`src/hw/rtl/lttb_pkg.sv`:
```
// Shared types and constants for the LTTB index selector.
// No dependencies; used by lttb_div and lttb_downsample_indices.
`timescale 1ns / 1ps
`default_nettype none

package lttb_pkg;

  localparam int MAX_SAMPLES_DEF = 65536;
  localparam int SAMPLE_BITS_DEF = 16;
  localparam int INDEX_BITS      = 16;
  localparam int CFG_IDX_BITS    = 2;
  localparam int CFG_DATA_BITS   = 17;

  localparam logic [CFG_IDX_BITS-1:0]  REG_SAMPLE_COUNT = 2'd0;
  localparam logic [CFG_IDX_BITS-1:0]  REG_THRESHOLD    = 2'd1;
  localparam logic [CFG_DATA_BITS-1:0] COUNT_RESET      = 17'h10000;

  typedef struct packed {
    logic busy;
    logic done;
  } div_stat_t;

  typedef enum logic [4:0] {
    ST_IDLE,
    ST_DECIDE,
    ST_OUT_FIRST,
    ST_DIV,
    ST_DIVW,
    ST_BND1,
    ST_BND2,
    ST_CHECK,
    ST_SUM,
    ST_SUMW,
    ST_MDIV,
    ST_MDIVW,
    ST_YA,
    ST_YAW,
    ST_SCAN,
    ST_SCANW1,
    ST_SCANW2,
    ST_OUT_PICK,
    ST_OUT_LAST,
    ST_OUT_PT,
    ST_DONE
  } state_t;

endpackage

`default_nettype wire

```
`src/hw/rtl/lttb_div.sv`:
```
// Radix-2 restoring unsigned divider, one quotient bit per cycle.
// Depends on lttb_pkg for the status struct.
`timescale 1ns / 1ps
`default_nettype none

module lttb_div #(
  parameter int W = 8
) (
  input  logic                  clk,
  input  logic                  rst,
  input  logic                  start,
  input  logic [W-1:0]          dividend,
  input  logic [W-1:0]          divisor,
  output logic [W-1:0]          quotient,
  output logic [W-1:0]          remainder,
  output lttb_pkg::div_stat_t   stat
);
  import lttb_pkg::*;

  localparam int CNTW = $clog2(W + 1);

  logic [CNTW-1:0] cnt;
  logic            done;
  logic [W:0]      acc;
  logic [W-1:0]    quo;
  logic [W-1:0]    dvs;
  logic [W:0]      shifted;
  logic [W:0]      diff;
  logic            ge;

  always_comb begin
    shifted = {acc[W-1:0], quo[W-1]};
    diff    = shifted - {1'b0, dvs};
    ge      = shifted >= {1'b0, dvs};
  end

  always_ff @(posedge clk) begin
    if (rst) begin
      cnt  <= '0;
      done <= 1'b0;
    end else if (start) begin
      cnt  <= CNTW'(W);
      done <= 1'b0;
    end else if (cnt != '0) begin
      cnt  <= cnt - CNTW'(1);
      done <= (cnt == CNTW'(1));
    end else begin
      done <= 1'b0;
    end
  end

  always_ff @(posedge clk) begin
    if (start) begin
      acc <= '0;
      quo <= dividend;
      dvs <= divisor;
    end else if (cnt != '0) begin
      acc <= ge ? diff : shifted;
      quo <= {quo[W-2:0], ge};
    end
  end

  assign quotient  = quo;
  assign remainder = acc[W-1:0];
  assign stat.busy = (cnt != '0);
  assign stat.done = done;

endmodule

`default_nettype wire

```
`config.mk`:
```
export PLATFORM = sky130hd
export DESIGN_NAME = lttb_div
export DESIGN_NICKNAME = d
export VERILOG_FILES = /design/src/hw/rtl/lttb_pkg.sv /design/src/hw/rtl/lttb_div.sv
export SDC_FILE = /design/constraint.sdc
export NUM_CORES = 1
export LEC_CHECK = 0
export BUFFER_PORTS_ARGS = -buffer_cell sky130_fd_sc_hd__clkbuf_2
export CAP_MARGIN = 20
export CORE_MARGIN = 1.5
export CORE_UTILIZATION = 53
export CTS_CLUSTER_DIAMETER = 60
export DETAILED_ROUTE_END_ITERATION = 10
export PLACE_DENSITY = 0.82
export SYNTH_ARGS = -nofsm -noshare
export SYNTH_HDL_FRONTEND = slang
export SYNTH_SLANG_ARGS = --single-unit
export TNS_END_PERCENT = 10
```
`constraint.sdc`:
```
create_clock -name clk -period 2.7 [get_ports clk]
set_clock_uncertainty 0.2 [all_clocks]
set_input_delay 0.405 -clock clk [delete_from_list [all_inputs] [get_ports clk]]
set_output_delay 0.405 -clock clk [all_outputs]
set_load 0.005 [all_outputs]
```
==> impl_metrics.tcl, run 1 <==
set metrics [dict create \
    h-tree-depth 2 \
    layout-area-overhead-vs-synth_pct 15.18 \
    cts_tree "yes" \
    worst_slack_ns 0.1983 \
    clk_pin_slew_ns 0.09 \
    cts_buffers 5 \
    finalSetupViolations 0 \
    worstMarginPinSlew_ns 0.6951 \
    final_cell_mix "36 x clkbuf_2, 16 x nor2_1, 16 x edfxtp_1, 14 x inv_1, 13 x dfxtp_1" \
    multi_input_area_um2 782.0 \
    synthAdderAreaFrac 0.08896 \
    final_common_cell "clkbuf_2" \
    synth_top_family_by_area "compound AO/OA/AOI/OAI gates" \
    status "finished, final reports clean" \
    synth_largest_area_cell "edfxtp_1" \
    yosys_warnings 0 \
    grt_usage 0.1923 \
    worstPathRequired_ns 2.10 \
    start_util 0.5767 \
    synth_xor_area_frac 0.01610 \
    async_flop_share 0 \
    fin_tns_setup_ns 0 \
    synth_top_area_share 0.2945 \
    synth_fp_nets 180 \
    synth-compound-area-share 0.1649 \
    ir_drop_mv 0.4201 \
    power_mw 1.542 \
    ys_dominant_reg_cell "edfxtp_1" \
    max_freq_mhz 399.7 \
    dr_wl_met2_um 1529 \
    syn_area_per_cell_um2 10.88 \
    clock-sinks 29 \
    die_h_um 58.49 \
    dieArea_um2 3421 \
    arrival_ns 1.90 \
    fillers 226 \
    antenna_cells 0 \
    hpwl_um 2352 \
    final_layout_size_suffix_gt1_frac 0.2872 \
    nets 217 \
    cts_hold_buf 0 \
    insertion_delay_ns 0.32 \
    worstPathCellList "inv_1 -> ha_1 -> and2_1 -> inv_1 -> clkbuf_2" \
    final_util 0.6643 \
    syn_inst 150 \
    crit_slowest_cell "and2_1" \
    register_area_um2 740.7 \
    maxCapViolCount 0 \
    final.period_utilization 0.9266 \
    post_cts_buffers 0 \
    grt-ovfl-total 0 \
    portBuffers 36 \
    cp-end-kind "output port" \
    coreArea_um2 2829 \
    row_count 19 \
    rsz0062_at_grt "false" \
    synth-seq-cells 29 \
    synth_simple_gate_area_frac 0.1181 \
    power_density_nw_per_um2 820.8 \
    relSlewSlack 0.5366 \
    syn_area_um2 1632 \
    final_area_um2 1879 \
    drcViolationCount 0 \
    finalMaxSlewViolations 0 \
    slowest_delay_ns 0.41 \
    crit_fanout 13 \
    drt_iter0_drc 33 \
    routed_via_density 5.685 \
    grt_max_degree 32 \
    stdcell_count 219 \
    crit_path_frequent_cell "inv_1" \
    top_layer_used "met4" \
    synth.area.top_cells "edfxtp_1 29%, dfxtp_1 16%, ha_1 7.7%" \
    hold_path_class "in -> reg" \
    worstSetupStartpointType "flip-flop" \
    grt_first_pass_wirelength_um 4933 \
    cts-root-buf "clkbuf_4" \
    antenna_found_initial 0 \
    synthMuxAreaShare 0.09126 \
    placed_area_um2 1794 \
    routed_wirelength_um 3145 \
    ant_nets 0 \
    placed_cells 211 \
    synth-seq-area-share 0.4540 \
    cts_buffer_depth 2 \
    m1WireLength_um 1379 \
    finalCriticalPeriod_ns 2.502 \
    die_w_um 58.49 \
    via_count 1245 \
    dp_slack_ns 0.3890 \
    p_leak_nw 0.8859 \
    met3_length_um 210 \
    grt_pass1_vias 1165 \
    ios 37 \
    path_class "reg -> out" \
    gp_congestion 0.8147 \
    synth_edf_count 16 \
    wire_per_inst_um 14.36 \
    cts.repair.resized 0 \
    whs_ns 0.05425 \
    drtPass1Iterations 4 \
    synth.distinct_cells 44 \
    hold_viol 0 \
]
## cell families (layout without fill, tap and decap cells)
family          Yosys count  count (layout)
flops                    29              29
simple gates             37              37
fa+ha+maj                11              11
compound gates           36              36
buf+inv                  20              58
mux                      14              14
xor+xnor                  3               3
## cell type report
class                           count  area share
Clock buffer                        7     0.02929
Clock inverter                      1     0.01598
Inverter                           14     0.02796
Multi-Input combinational cell    101      0.4161
Sequential cell                    29      0.3941
Tap cell                           31     0.02064
Timing Repair Buffer               36     0.09587
## power by group
| group | internal, mW | switching (mW) |
|---|---|---|
| Sequential | 0.547 | 0.0543 |
| Clock | 0.221 | 0.145 |
| Combinational | 0.272 | 0.303 |
## routing by layer
metal,global-route usage,up-vias
li1,-,622
met4,0.04983,0
met5,0,-
met1,0.2224,578
met3,0.07692,5
met2,0.3307,40
## synthesized netlist by cell type (2+ instances only)
| cell type | instances |
|---|---|
| a2111oi_0 | 2 |
| a211o_1 | 2 |
| a211oi_1 | 5 |
| a21o_1 | 3 |
| a21oi_1 | 5 |
| and2b_1 | 2 |
| buf_6 | 4 |
| dfxtp_1 | 13 |
| edfxtp_1 | 16 |
| ha_1 | 10 |
| inv_1 | 14 |
| mux2_2 | 7 |
| mux2i_1 | 7 |
| nand2_1 | 2 |
| nand2b_1 | 3 |
| nor2_1 | 16 |
| nor2b_1 | 2 |
| nor3_1 | 3 |
| o211ai_1 | 2 |
| o21a_1 | 2 |
| o21ai_0 | 4 |
| or3_1 | 2 |
| xnor2_1 | 3 |
## registers in the layout, indices dropped and copies added (netlist names)
signal / cells
acc: 8
cnt: 4
done: 1
dvs: 8
quotient: 8
## critical path: cells and delay by family, from the launching register on
family | cells | cell delay (ns)
DFF | 1 | 0.33
adders and majority gates | 1 | 0.23
and+or+nand+nor | 1 | 0.41
buffers and inverters | 3 | 0.61
## final timing paths
path | start | endpoint | slack, ns | cells past startpoint
max reg2reg | dvs[5] | acc[4] | 0.36 | 7
max | cnt[0] | stat[1] | 0.20 | 5
min | divisor[7] | dvs[7] | 0.05 | 1
min reg2reg | acc[7] | acc[7] | 0.32 | 2
(Power assumes the default switching activity.)
==> run 2, diff against run 1 <==
--- a/config.mk
+++ b/config.mk
@@ -7,6 +7,7 @@
 export LEC_CHECK = 0
 export BUFFER_PORTS_ARGS = -buffer_cell sky130_fd_sc_hd__clkbuf_2
 export CAP_MARGIN = 20
+export CORE_ASPECT_RATIO = 2
 export CORE_MARGIN = 1.5
 export CORE_UTILIZATION = 53
 export CTS_CLUSTER_DIAMETER = 60
==> run 2 against run 1 <==
  * Highest routed layer unchanged
  * Sequential power is essentially flat
  * Worst hold slack gained 0.038 ns
  * Fmax grew 4.2%
  * Routed wire length grew 5.2%
  * Global-route usage grew 1.8 points
  * Count of clock-buffer cells in the layout is the same
  * Total power is essentially flat
  * Critical path type unchanged
==> impl_metrics.tcl, run 2 (synthesized netlist as in run 1, its figures left out) <==
set metrics [dict create \
    status "finished, final reports clean" \
    final.period_utilization 0.8892 \
    p_int_mw 1.024 \
    power_density_nw_per_um2 821.4 \
    worstSetupStartpointType "flip-flop" \
    grt_usage 0.2099 \
    cp-end-kind "output port" \
    ios 37 \
    maxCapViolCount 0 \
    swShare 0.3369 \
    max_freq_mhz 416.5 \
    final_util 0.6386 \
    power_mw 1.544 \
    power_frac_seq 0.391 \
    layout-area-overhead-vs-synth_pct 15.18 \
    final_common_cell "clkbuf_2" \
    ant_nets 0 \
    rsz0062_at_grt "false" \
    final_layout_size_suffix_gt1_frac 0.2834 \
    m1WireLength_um 1192 \
    antenna_found_initial 0 \
    cts-root-buf "clkbuf_8" \
    dr_wl_met2_um 1848 \
    top_layer_used "met4" \
    combPwrFrac 0.377 \
    routed_via_density 5.862 \
    cts_buffers 5 \
    grt_first_pass_wirelength_um 5395 \
    drt_iter0_drc 10 \
    hold_viol 0 \
    drcViolationCount 0 \
    cts_buffer_depth 2 \
    gp_congestion 0.8794 \
    cts.repair.resized 0 \
    finalCriticalPeriod_ns 2.401 \
    coreArea_um2 2943 \
    insertion_delay_ns 0.28 \
    arrival_ns 1.80 \
    grt_pass1_vias 1254 \
    portBuffers 36 \
    antenna_cells 0 \
    cts_hold_buf 0 \
    p_switching_mw 0.5200 \
    path_class "reg -> out" \
    fin_tns_setup_ns 0 \
    nets 217 \
    clkPwrFrac 0.232 \
    hpwl_um 2602 \
    ir_drop_mv 0.4529 \
    wire_per_inst_um 15.25 \
    clock-sinks 29 \
    cts_tree "yes" \
    die_w_um 42.23 \
    finalSetupViolations 0 \
    final_area_um2 1879 \
    routed_wirelength_um 3309 \
    via_count 1272 \
    dieArea_um2 3440 \
    final_cell_mix "36 x clkbuf_2, 16 x nor2_1, 16 x edfxtp_1, 14 x inv_1, 13 x dfxtp_1" \
    placed_area_um2 1793 \
    row_count 28 \
    p_leak_nw 0.8847 \
    h-tree-depth 2 \
    relSlewSlack 0.5430 \
    grt_max_degree 32 \
    die_h_um 81.47 \
    crit_fanout 13 \
    hold_path_class "in -> reg" \
    clk_pin_slew_ns 0.06 \
    post_cts_buffers 0 \
    met3_length_um 135 \
    drtPass1Iterations 4 \
    start_util 0.5544 \
    grt-ovfl-total 0 \
    placed_cells 210 \
    worstMarginPinSlew_ns 0.6855 \
    worstPathRequired_ns 2.10 \
    stdcell_count 217 \
    finalMaxSlewViolations 0 \
]
## run 2: area by class of cell
class	count	area [um2]
clock buffers	7	86.33
flip-flops and latches	29	740.7
inverters	14	52.55
multi-input cells	101	782.0
repair buffers	36	180.2
fillers	260	1064
well taps	30	37.54
## run 2: per-layer routing
metal / global-route usage / vias up
met2: 0.3969 / 40
li1: - / 619
met1: 0.1980 / 602
met5: 0 / -
met3: 0.03956 / 11
met4: 0.1375 / 0
## run 2: worst max-delay path: stages, from the launching register on
cell and delay [ns]:
dfxtp_1 0.35, inv_1 0.08, ha_1 0.25, and2_1 0.27, inv_1 0.37, clkbuf_2 0.19
## run 2: path summary, 6_finish.rpt
kind | startpoint | end | slack [ns] | depth (start not counted)
max | cnt[0] | stat[1] | 0.30 | 5
max reg2reg | quotient[7] | acc[6] | 0.31 | 8
min reg2reg | acc[7] | acc[7] | 0.32 | 2
min | divisor[3] | dvs[3] | 0.09 | 1
## run 2: metrics by stage
step	setup WS [ns]	hold WS, ns
final	0.2992	0.09243
after global routing	0.1787	0.09144
after CTS	0.2996	0.09257
after detailed placement	0.3142	0.3160
after global placement	0.3585	0.3057
after floorplan	0.4960	0.2774
## run 2: power groups by stage
stage	combinational, mW	sequential (mW)	clock (mW)
after floorplan	0.443	0.604	0
after global placement	0.562	0.608	0
after detailed placement	0.583	0.613	0
after CTS	0.586	0.604	0.363
after global routing	0.645	0.612	0.381
final	0.582	0.604	0.358
